### src/design/tcsa_pkg.sv
package tcsa_pkg;

  localparam int FIELD_W   = 11;
  localparam int OP_W      = 2;
  localparam int WORD_BITS = 8;
  localparam int WORD_LG   = 3;
  localparam int DEF_SLOTS = 1024;
  localparam int RST_COUNT = 1024;

  localparam logic [OP_W-1:0] OP_CLEAR = 2'd0;
  localparam logic [OP_W-1:0] OP_LOW   = 2'd1;
  localparam logic [OP_W-1:0] OP_HIGH  = 2'd2;

  localparam logic [1:0] ST_CLEAR  = 2'd0;
  localparam logic [1:0] ST_GRANT  = 2'd1;
  localparam logic [1:0] ST_NOROOM = 2'd2;

  typedef struct packed {
    logic [OP_W-1:0]    opcode;
    logic [FIELD_W-1:0] range_start;
    logic [FIELD_W-1:0] range_end;
    logic [FIELD_W-1:0] length;
  } tcsa_in_t;

  typedef struct packed {
    logic [1:0]         status;
    logic [FIELD_W-1:0] start_slot;
  } tcsa_out_t;

endpackage

### src/design/tcsa_map_mem.sv
module tcsa_map_mem import tcsa_pkg::*; #(
  parameter int DEPTH = DEF_SLOTS / WORD_BITS,
  parameter int AW    = 7
) (
  input  logic                   clk,
  input  logic                   we,
  input  logic [AW-1:0]          waddr,
  input  logic [2*WORD_BITS-1:0] wdata,
  input  logic [AW-1:0]          raddr,
  output logic [2*WORD_BITS-1:0] rdata
);

  // word = {high map bits, low map bits}
  logic [2*WORD_BITS-1:0] mem [DEPTH];

  always_ff @(posedge clk) begin
    if (we) begin
      mem[waddr] <= wdata;
    end
    rdata <= mem[raddr];
  end

endmodule

### src/design/tcsa_run_scan.sv
module tcsa_run_scan import tcsa_pkg::*; #(
  parameter int SW = 11
) (
  input  logic [WORD_BITS-1:0] bits_i,
  input  logic [SW-1:0]        base_i,
  input  logic [SW-1:0]        limit_i,
  input  logic [SW-1:0]        len_i,
  input  logic [SW-1:0]        run_i,
  input  logic                 found_i,
  input  logic [SW-1:0]        start_i,
  output logic [SW-1:0]        run_o,
  output logic                 found_o,
  output logic [SW-1:0]        start_o
);

  logic [SW-1:0] r;
  logic [SW-1:0] s;
  logic [SW-1:0] st;
  logic          f;

  // first-fit over one word, bit 0 is the lowest slot
  always_comb begin
    r  = run_i;
    f  = found_i;
    st = start_i;
    s  = base_i;
    for (int j = 0; j < WORD_BITS; j++) begin
      s = base_i + SW'(j);
      if (!f && s <= limit_i) begin
        if (bits_i[j]) begin
          r = r + 1'b1;
          if (r == len_i) begin
            f  = 1'b1;
            st = s - len_i + 1'b1;
          end
        end else begin
          r = '0;
        end
      end
    end
    run_o   = r;
    found_o = f;
    start_o = st;
  end

endmodule

### src/design/two_class_contiguous_slot_allocator.sv
// channel | ports                         | beat when
// in      | in_valid/in_ready/in_data     | in_valid & in_ready
// out     | out_valid/out_ready/out_data  | out_valid & out_ready
// cfg     | cfg_we/cfg_wdata              | cfg_we
// Both maps share one memory of ceil(SLOTS/8) words, 8 slots per word.
// Request: one full scan of the memory, then a read and a write of each word marked.
// Clear: a read and a write of each word in range; a bad range or an unused opcode goes straight to the result stage.
// After reset and after each cfg write a clearing pass over every word of the memory runs.
// One item at a time; a held result stalls the next item at its result stage.
module two_class_contiguous_slot_allocator import tcsa_pkg::*; #(
  parameter int SLOTS = DEF_SLOTS
) (
  input  logic               clk,
  input  logic               rst_n,
  input  logic               in_valid,
  output logic               in_ready,
  input  tcsa_in_t           in_data,
  output logic               out_valid,
  input  logic               out_ready,
  output tcsa_out_t          out_data,
  input  logic               cfg_we,
  input  logic [FIELD_W-1:0] cfg_wdata
);

  localparam int DEPTH = (SLOTS + WORD_BITS - 1) / WORD_BITS;
  localparam int AW    = (DEPTH > 1) ? $clog2(DEPTH) : 1;
  localparam int PW    = $clog2(DEPTH + 1);
  localparam int SWN   = $clog2(SLOTS + WORD_BITS + 1);
  localparam int SW    = (SWN > FIELD_W) ? SWN : FIELD_W;
  localparam int MW    = 2 * WORD_BITS;
  localparam int RSTC  = (RST_COUNT > SLOTS) ? SLOTS : RST_COUNT;

  localparam logic [2:0] S_SWEEP = 3'd0;
  localparam logic [2:0] S_IDLE  = 3'd1;
  localparam logic [2:0] S_SCAN  = 3'd2;
  localparam logic [2:0] S_DEC   = 3'd3;
  localparam logic [2:0] S_MRD   = 3'd4;
  localparam logic [2:0] S_MWR   = 3'd5;
  localparam logic [2:0] S_FIN   = 3'd6;

  logic [2:0]    state_r, state_nxt;
  logic [PW-1:0] ptr_r, ptr_nxt;
  logic [PW-1:0] endw_r, endw_nxt;
  logic          pend_r, pend_nxt;
  logic [SW-1:0] base_r, base_nxt;
  logic [SW-1:0] count_r, count_nxt;
  tcsa_in_t      req_r, req_nxt;
  logic [SW-1:0] lrun_r, lrun_nxt, lstart_r, lstart_nxt;
  logic [SW-1:0] hrun_r, hrun_nxt, hstart_r, hstart_nxt;
  logic          lfound_r, lfound_nxt, hfound_r, hfound_nxt;
  logic [SW-1:0] first_r, first_nxt, last_r, last_nxt;
  logic          mval_r, mval_nxt, mhigh_r, mhigh_nxt;
  tcsa_out_t     pres_r, pres_nxt;
  tcsa_out_t     res_r, res_nxt;
  logic          out_valid_r, out_valid_nxt;

  logic          mem_we;
  logic [AW-1:0] mem_waddr, mem_raddr;
  logic [MW-1:0] mem_wdata, mem_rdata, new_word;
  logic [SW-1:0] len_w, rs_w, re_w, cfg_w, tmp_first, sel_start, s_w;
  logic [SW-1:0] crs_m1;
  logic [SW-1:0] lrun_o, lstart_o, hrun_o, hstart_o;
  logic          lfound_o, hfound_o;

  tcsa_map_mem #(.DEPTH(DEPTH), .AW(AW)) u_mem (
    .clk   (clk),
    .we    (mem_we),
    .waddr (mem_waddr),
    .wdata (mem_wdata),
    .raddr (mem_raddr),
    .rdata (mem_rdata)
  );

  tcsa_run_scan #(.SW(SW)) u_scan_low (
    .bits_i  (mem_rdata[WORD_BITS-1:0]),
    .base_i  (base_r),
    .limit_i (count_r),
    .len_i   (len_w),
    .run_i   (lrun_r),
    .found_i (lfound_r),
    .start_i (lstart_r),
    .run_o   (lrun_o),
    .found_o (lfound_o),
    .start_o (lstart_o)
  );

  tcsa_run_scan #(.SW(SW)) u_scan_high (
    .bits_i  (mem_rdata[MW-1:WORD_BITS]),
    .base_i  (base_r),
    .limit_i (count_r),
    .len_i   (len_w),
    .run_i   (hrun_r),
    .found_i (hfound_r),
    .start_i (hstart_r),
    .run_o   (hrun_o),
    .found_o (hfound_o),
    .start_o (hstart_o)
  );

  assign len_w     = SW'(req_r.length);
  assign rs_w      = SW'(in_data.range_start);
  assign re_w      = SW'(in_data.range_end);
  assign cfg_w     = SW'(cfg_wdata);
  assign crs_m1    = rs_w - 1'b1;
  assign sel_start = (req_r.opcode == OP_HIGH && !lfound_r) ? hstart_r : lstart_r;
  assign tmp_first = sel_start - 1'b1;

  assign in_ready  = (state_r == S_IDLE);
  assign out_valid = out_valid_r;
  assign out_data  = res_r;

  always_comb begin
    new_word = mem_rdata;
    s_w      = base_r;
    for (int j = 0; j < WORD_BITS; j++) begin
      s_w = base_r + SW'(j);
      if (s_w >= first_r && s_w <= last_r) begin
        new_word[j] = mval_r;
        if (mhigh_r) begin
          new_word[WORD_BITS+j] = mval_r;
        end
      end
    end
  end

  always_comb begin
    state_nxt     = state_r;
    ptr_nxt       = ptr_r;
    endw_nxt      = endw_r;
    pend_nxt      = 1'b0;
    base_nxt      = base_r;
    count_nxt     = count_r;
    req_nxt       = req_r;
    lrun_nxt      = lrun_r;
    lstart_nxt    = lstart_r;
    lfound_nxt    = lfound_r;
    hrun_nxt      = hrun_r;
    hstart_nxt    = hstart_r;
    hfound_nxt    = hfound_r;
    first_nxt     = first_r;
    last_nxt      = last_r;
    mval_nxt      = mval_r;
    mhigh_nxt     = mhigh_r;
    pres_nxt      = pres_r;
    res_nxt       = res_r;
    out_valid_nxt = out_valid_r;
    mem_we        = 1'b0;
    mem_waddr     = ptr_r[AW-1:0];
    mem_wdata     = new_word;
    mem_raddr     = ptr_r[AW-1:0];

    if (out_valid_r && out_ready) begin
      out_valid_nxt = 1'b0;
    end

    case (state_r)
      S_SWEEP: begin
        mem_we    = 1'b1;
        mem_wdata = '1;
        ptr_nxt   = ptr_r + 1'b1;
        if (ptr_r == PW'(DEPTH - 1)) begin
          state_nxt = S_IDLE;
        end
      end
      S_IDLE: begin
        if (in_valid) begin
          req_nxt    = in_data;
          ptr_nxt    = '0;
          base_nxt   = SW'(1);
          lrun_nxt   = '0;
          lfound_nxt = 1'b0;
          lstart_nxt = '0;
          hrun_nxt   = '0;
          hfound_nxt = 1'b0;
          hstart_nxt = '0;
          pres_nxt.start_slot = '0;
          case (in_data.opcode)
            OP_CLEAR: begin
              pres_nxt.status = ST_CLEAR;
              state_nxt       = S_FIN;
              // valid clear: mark [range_start, range_end] free in both maps
              if (rs_w != '0 && rs_w <= re_w && re_w <= count_r) begin
                first_nxt = rs_w;
                last_nxt  = re_w;
                mval_nxt  = 1'b1;
                mhigh_nxt = 1'b1;
                ptr_nxt   = PW'(crs_m1 >> WORD_LG);
                endw_nxt  = PW'((re_w - 1'b1) >> WORD_LG);
                base_nxt  = {crs_m1[SW-1:WORD_LG], WORD_LG'(0)} + 1'b1;
                state_nxt = S_MRD;
              end
            end
            OP_LOW, OP_HIGH: begin
              state_nxt = S_SCAN;
            end
            default: begin
              pres_nxt.status = ST_NOROOM;
              state_nxt       = S_FIN;
            end
          endcase
        end
      end
      S_SCAN: begin
        if (ptr_r != PW'(DEPTH)) begin
          pend_nxt = 1'b1;
          ptr_nxt  = ptr_r + 1'b1;
        end
        if (pend_r) begin
          lrun_nxt   = lrun_o;
          lfound_nxt = lfound_o;
          lstart_nxt = lstart_o;
          hrun_nxt   = hrun_o;
          hfound_nxt = hfound_o;
          hstart_nxt = hstart_o;
          base_nxt   = base_r + SW'(WORD_BITS);
          if (ptr_r == PW'(DEPTH)) begin
            state_nxt = S_DEC;
          end
        end
      end
      S_DEC: begin
        pres_nxt.status     = ST_NOROOM;
        pres_nxt.start_slot = '0;
        state_nxt           = S_FIN;
        if ((req_r.opcode == OP_LOW && lfound_r) || (req_r.opcode == OP_HIGH && hfound_r)) begin
          pres_nxt.status     = ST_GRANT;
          pres_nxt.start_slot = FIELD_W'(sel_start);
          first_nxt = sel_start;
          last_nxt  = sel_start + len_w - 1'b1;
          mval_nxt  = 1'b0;
          mhigh_nxt = (req_r.opcode == OP_HIGH);
          ptr_nxt   = PW'(tmp_first >> WORD_LG);
          endw_nxt  = PW'((sel_start + len_w - 2'd2) >> WORD_LG);
          base_nxt  = {tmp_first[SW-1:WORD_LG], WORD_LG'(0)} + 1'b1;
          state_nxt = S_MRD;
        end
      end
      S_MRD: begin
        state_nxt = S_MWR;
      end
      S_MWR: begin
        mem_we = 1'b1;
        if (ptr_r == endw_r) begin
          state_nxt = S_FIN;
        end else begin
          ptr_nxt   = ptr_r + 1'b1;
          base_nxt  = base_r + SW'(WORD_BITS);
          state_nxt = S_MRD;
        end
      end
      S_FIN: begin
        if (!out_valid_r || out_ready) begin
          res_nxt       = pres_r;
          out_valid_nxt = 1'b1;
          state_nxt     = S_IDLE;
        end
      end
      default: begin
        state_nxt = S_IDLE;
      end
    endcase

    if (cfg_we) begin
      if (cfg_w == '0) begin
        count_nxt = SW'(1);
      end else if (cfg_w > SW'(SLOTS)) begin
        count_nxt = SW'(SLOTS);
      end else begin
        count_nxt = cfg_w;
      end
      ptr_nxt   = '0;
      state_nxt = S_SWEEP;
    end
  end

  always_ff @(posedge clk) begin
    if (!rst_n) begin
      state_r     <= S_SWEEP;
      ptr_r       <= '0;
      pend_r      <= 1'b0;
      count_r     <= SW'(RSTC);
      out_valid_r <= 1'b0;
    end else begin
      state_r     <= state_nxt;
      ptr_r       <= ptr_nxt;
      pend_r      <= pend_nxt;
      count_r     <= count_nxt;
      out_valid_r <= out_valid_nxt;
    end
  end

  always_ff @(posedge clk) begin
    endw_r   <= endw_nxt;
    base_r   <= base_nxt;
    req_r    <= req_nxt;
    lrun_r   <= lrun_nxt;
    lstart_r <= lstart_nxt;
    lfound_r <= lfound_nxt;
    hrun_r   <= hrun_nxt;
    hstart_r <= hstart_nxt;
    hfound_r <= hfound_nxt;
    first_r  <= first_nxt;
    last_r   <= last_nxt;
    mval_r   <= mval_nxt;
    mhigh_r  <= mhigh_nxt;
    pres_r   <= pres_nxt;
    res_r    <= res_nxt;
  end

endmodule

### config.mk
export PLATFORM = sky130hd
export DESIGN_NAME = two_class_contiguous_slot_allocator
export DESIGN_NICKNAME = d
export VERILOG_FILES = /design/src/design/tcsa_pkg.sv /design/src/design/tcsa_map_mem.sv /design/src/design/tcsa_run_scan.sv /design/src/design/two_class_contiguous_slot_allocator.sv
export SDC_FILE = /design/constraint.sdc
export NUM_CORES = 2
export LEC_CHECK = 0
export BUFFER_PORTS_ARGS = -buffer_cell sky130_fd_sc_hd__buf_2
export CAP_MARGIN = 20
export CORE_MARGIN = 5
export CORE_UTILIZATION = 50
export CTS_CLUSTER_DIAMETER = 50
export DETAILED_ROUTE_END_ITERATION = 7
export GPL_ROUTABILITY_DRIVEN = 0
export PLACE_DENSITY = 0.72
export SETUP_SLACK_MARGIN = 0.2
export SLEW_MARGIN = 10
export SYNTH_ARGS = -nofsm -noshare
export SYNTH_HDL_FRONTEND = slang
export SYNTH_HIERARCHICAL = 1
export SYNTH_SLANG_ARGS = --single-unit
### constraint.sdc
create_clock -name clk -period 13.35 [get_ports clk]
set_clock_uncertainty 0.05 [all_clocks]
set_input_delay 1.335 -clock clk [delete_from_list [all_inputs] [get_ports clk]]
set_output_delay 1.335 -clock clk [all_outputs]
set_load 0.01 [all_outputs]
==> results list <==
- In this run the tightest slew margin relative to its limit is 0.186.
* CORE AREA: 235000 um^2
* Share of the yosys chip area belonging to registers: 0.562
* Final worst path period need: 12.74 ns
- STA puts the critical path data required time at 13.86 ns.
* Status: complete, no violations
* Clock buffer depth: 3
- Setup repair after global routing missed its margin: yes
- The HPWL after detailed placement is 229000 um.
- In this run the remaining antenna-violating nets after routing total 0.
* Largest driver fanout on the critical path: 21
- The startpoint identified for the worst hold timing path is pres_r[3]$_SDFFCE_PN0P_.
- Most frequent CP cell: sky130_fd_sc_hd__buf_4
* Deepest level of the CTS H-tree: 4
- Initial Utilization: 0.501
- Total negative setup slack: 0 ns
* I/O pin total: 66
* Final hold violation count: 0
* Yosys warns: 6
* Clock root buffer: sky130_fd_sc_hd__clkbuf_16
* Worst setup path class: reg2reg
- Arrival time of data at the critical path endpoint: 13.26 ns
- Critical register-to-register path startpoint: base_r[3]$_DFFE_PP_
- In this run, the number of DRC markers left after iteration 0 of detailed routing was 11491.
- Final core utilization: 0.561
* Height of the chip: 495 um
- The cell area that synthesis handed to floorplanning was 118000 um^2.
* Wire length of the first global-routing pass: 513000 um
- Dividing the detail-routed wire length by the instance count gives 29.8 um.
- Instance count of the mapped netlist: 8170
* Number of enable flip-flop cells after synthesis: 2174
* Total routing resource utilization after global routing: 0.281
- Total placed cells including tap cells: 11351
* Worst slack at placement: -0.157 ns
- Count of distinct cell types in the synthesized netlist: 146
- Port bufs: 65
* Relative area change from synthesis to final layout: 11.8%
- Pin count of the biggest net entering global routing: 108
- For this design the static power due to leakage is 49.7 nW.
- Hold timing on the final database bottoms out at a slack of 0.367 ns.
- After synthesis, the mean cell area works out to 14.4 um^2.
- Worst Max-Slew Pin Slew: 1.20 ns
- CTS saw 2214 sinks.
* Die ar.: 245000 um^2
- Overflow left after global routing: 0
* Top flip-flop cell by instance count after synthesis: sky130_fd_sc_hd__edfxtp_1
- The number of max-slew violations in the final report came to 0.
* Crit path setup slack, layout: 0.605 ns
- Power per standard cell area: 110 nW/um^2
* Number of buffers created by CTS: 220
- The most critical setup path has its startpoint at base_r[3]$_DFFE_PP_.
- Kind of end point of the critical path: flop
* Total Nets Final: 9075
- Cell with the biggest individual delay on the critical path: sky130_fd_sc_hd__or4_1
- The initial antenna violation count came to 16.
- Via count of the routed design: 78655
- Setup violations remaining at the end of the flow were counted as 0.
* Register bit count reported by yosys: 2214
* Number of global-route vias before repair: 76640
- Before antenna repair, the detailed router went through 8 iterations.
* Startpoint type of the worst setup path: flop
- IR analysis of the VDD net gives a maximum drop of 0.133 mV.
- In this run the worst hold path is classified as reg2reg.
- Measured along the x axis, the die boundary spans 495 um.
* Achievable Freq: 78.5 MHz
* Number of max-cap violations: 0
- In this run the cell area measured after placement is 123000 um^2.
- Final instance area: 132000 um^2
- Cell row count: 178
- For this run, design rule violations remaining after detail routing come to 0.
- Excluding fillers, the count of instances in the completed layout stands at 11810.
* Design Power: 14.5 mW
- Clock-pin slew was measured on the worst setup and hold paths at 0.06 ns.
- For this run, asynchronously set or reset flops after synthesis account for 0.
- Routed via count divided by cell count: 6.66
- The largest single stage delay on the critical path is 0.68 ns.
* TritonCTS clock tree: built
* Share of post-route cells with drive strength above 1: 0.205
* Source-to-sink clock delay at the later pin of the worst-skew pair: 0.90 ns
- Wires add up to 352000 um.
- Of the available clock period, the critical path in the final layout requires 0.955.
[cells in the final DEF, fill, tap and decap left out, types with 49 or more instances in the layout]
| cell type | n |
|---|---|
| sky130_fd_sc_hd__edfxtp_1 | 2174 |
| sky130_fd_sc_hd__mux4_2 | 672 |
| sky130_fd_sc_hd__ha_1 | 544 |
| sky130_fd_sc_hd__nor2_1 | 417 |
| sky130_fd_sc_hd__xnor2_1 | 369 |
| sky130_fd_sc_hd__a21oi_1 | 354 |
| sky130_fd_sc_hd__nand2_1 | 349 |
| sky130_fd_sc_hd__buf_4 | 340 |
| sky130_fd_sc_hd__inv_1 | 261 |
| sky130_fd_sc_hd__o21ai_0 | 259 |
| sky130_fd_sc_hd__clkbuf_16 | 220 |
| sky130_fd_sc_hd__nand3_1 | 189 |
| sky130_fd_sc_hd__nor3_1 | 152 |
| sky130_fd_sc_hd__xor2_1 | 137 |
| sky130_fd_sc_hd__and2_1 | 107 |
| sky130_fd_sc_hd__nand4_1 | 99 |
| sky130_fd_sc_hd__mux2i_1 | 92 |
| sky130_fd_sc_hd__a21o_1 | 87 |
| sky130_fd_sc_hd__nand2b_1 | 85 |
| sky130_fd_sc_hd__nor2b_1 | 76 |
| sky130_fd_sc_hd__o211ai_1 | 75 |
| sky130_fd_sc_hd__buf_2 | 65 |
| sky130_fd_sc_hd__and3_1 | 63 |
| sky130_fd_sc_hd__nor2_2 | 57 |
| sky130_fd_sc_hd__o21a_1 | 55 |
| sky130_fd_sc_hd__clkinv_1 | 49 |
[critical path, delay by kind of cell, from the launching register on]
family / cells / cell delay, ns
muxes: 1 / 0.26
adders and majority gates: 4 / 1.35
buffers and inverters: 5 / 1.26
DFF: 1 / 0.43
AOI/OAI and AO/OA: 12 / 3.55
and+or+nand+nor: 17 / 4.53
xor gates and xnor gates: 4 / 0.95
[final cells by class]
type	count	area, um^2
clock inverters	157	1950
clock buffers	257	5640
fillers	18044	103000
multi-input cells	5315	49600
well taps	3150	3940
flip-flops and latches	2214	66100
diodes	10	25.0
repair buffers	429	3300
inverters	278	1060
[power by group]
group          switching [mW]  internal [mW]  leakage [nW]
clock                    2.75           3.64          3.65
combinational           0.329          0.213          20.6
sequential             0.0172           7.52          25.4
total                    3.09           11.4          49.7
[logic make-up after synthesis]
| kind of cell | Yosys count | synth area share |
|---|---|---|
| xor+xnor | 520 | 0.0402 |
| simple gates | 1931 | 0.0861 |
| mux | 816 | 0.142 |
| other cells | 1 | 0.0000319 |
| fa+ha+maj | 566 | 0.0613 |
| flops | 2214 | 0.562 |
| compound gates | 1448 | 0.0857 |
| buf+inv | 674 | 0.0235 |
[registers in the layout, indices dropped and copies added (netlist names), 2 cells and up]
register	cells
len_w	11
lrun_r	11
base_r	9
hrun_r	11
hstart_r	11
ptr_r	8
pres_r	13
state_r	3
out_data	13
first_r	11
last_r	11
lstart_r	11
u_mem/mem	2048
req_r	2
u_mem/rdata	16
count_r	11
endw_r	8
[Yosys cell counts, types with 137 or more instances]
library cell,n,area share
sky130_fd_sc_hd__a21oi_1,364,0.015
sky130_fd_sc_hd__o21ai_0,263,0.011
sky130_fd_sc_hd__nand2_1,354,0.011
sky130_fd_sc_hd__inv_1,266,0.0085
sky130_fd_sc_hd__mux4_2,672,0.13
sky130_fd_sc_hd__xor2_1,137,0.010
sky130_fd_sc_hd__nor2_1,468,0.015
sky130_fd_sc_hd__ha_1,549,0.058
sky130_fd_sc_hd__clkbuf_1,236,0.0075
sky130_fd_sc_hd__edfxtp_1,2174,0.55
sky130_fd_sc_hd__xnor2_1,369,0.027
sky130_fd_sc_hd__nor3_1,165,0.0070
sky130_fd_sc_hd__nand3_1,189,0.0080
[per-layer routing]
layer	part of all wire	wire [um]	global-route usage
met1	0.37	132000	0.385
met2	0.45	160000	0.434
met3	0.12	42000	0.0640
met4	0.052	18200	0.125
met5	0.00013	45	0
[path summary, 6_finish.rpt]
kind / slack, ns / end / depth (start not counted)
setup / recovery: 0.61 / lfound_r$_SDFFCE_PN0P_ / 43
hold / removal: 0.37 / out_data[3]$_DFFE_PP_ / 0
setup reg to reg: 0.61 / lfound_r$_SDFFCE_PN0P_ / 43
hold reg to reg: 0.37 / out_data[3]$_DFFE_PP_ / 0
[what timing repair did]
| action | in CTS | in global routing |
|---|---|---|
| gates resized for setup | 9 | 52 |
| setup buffers | 0 | 23 |
| hold buffers | 0 | 0 |
| endpoints found under the hold margin | 0 | 0 |
| pin swaps | 0 | 14 |
| setup endpoints to repair | 23 | 46 |
No activity file was read; power rests on OpenSTA's default activity.
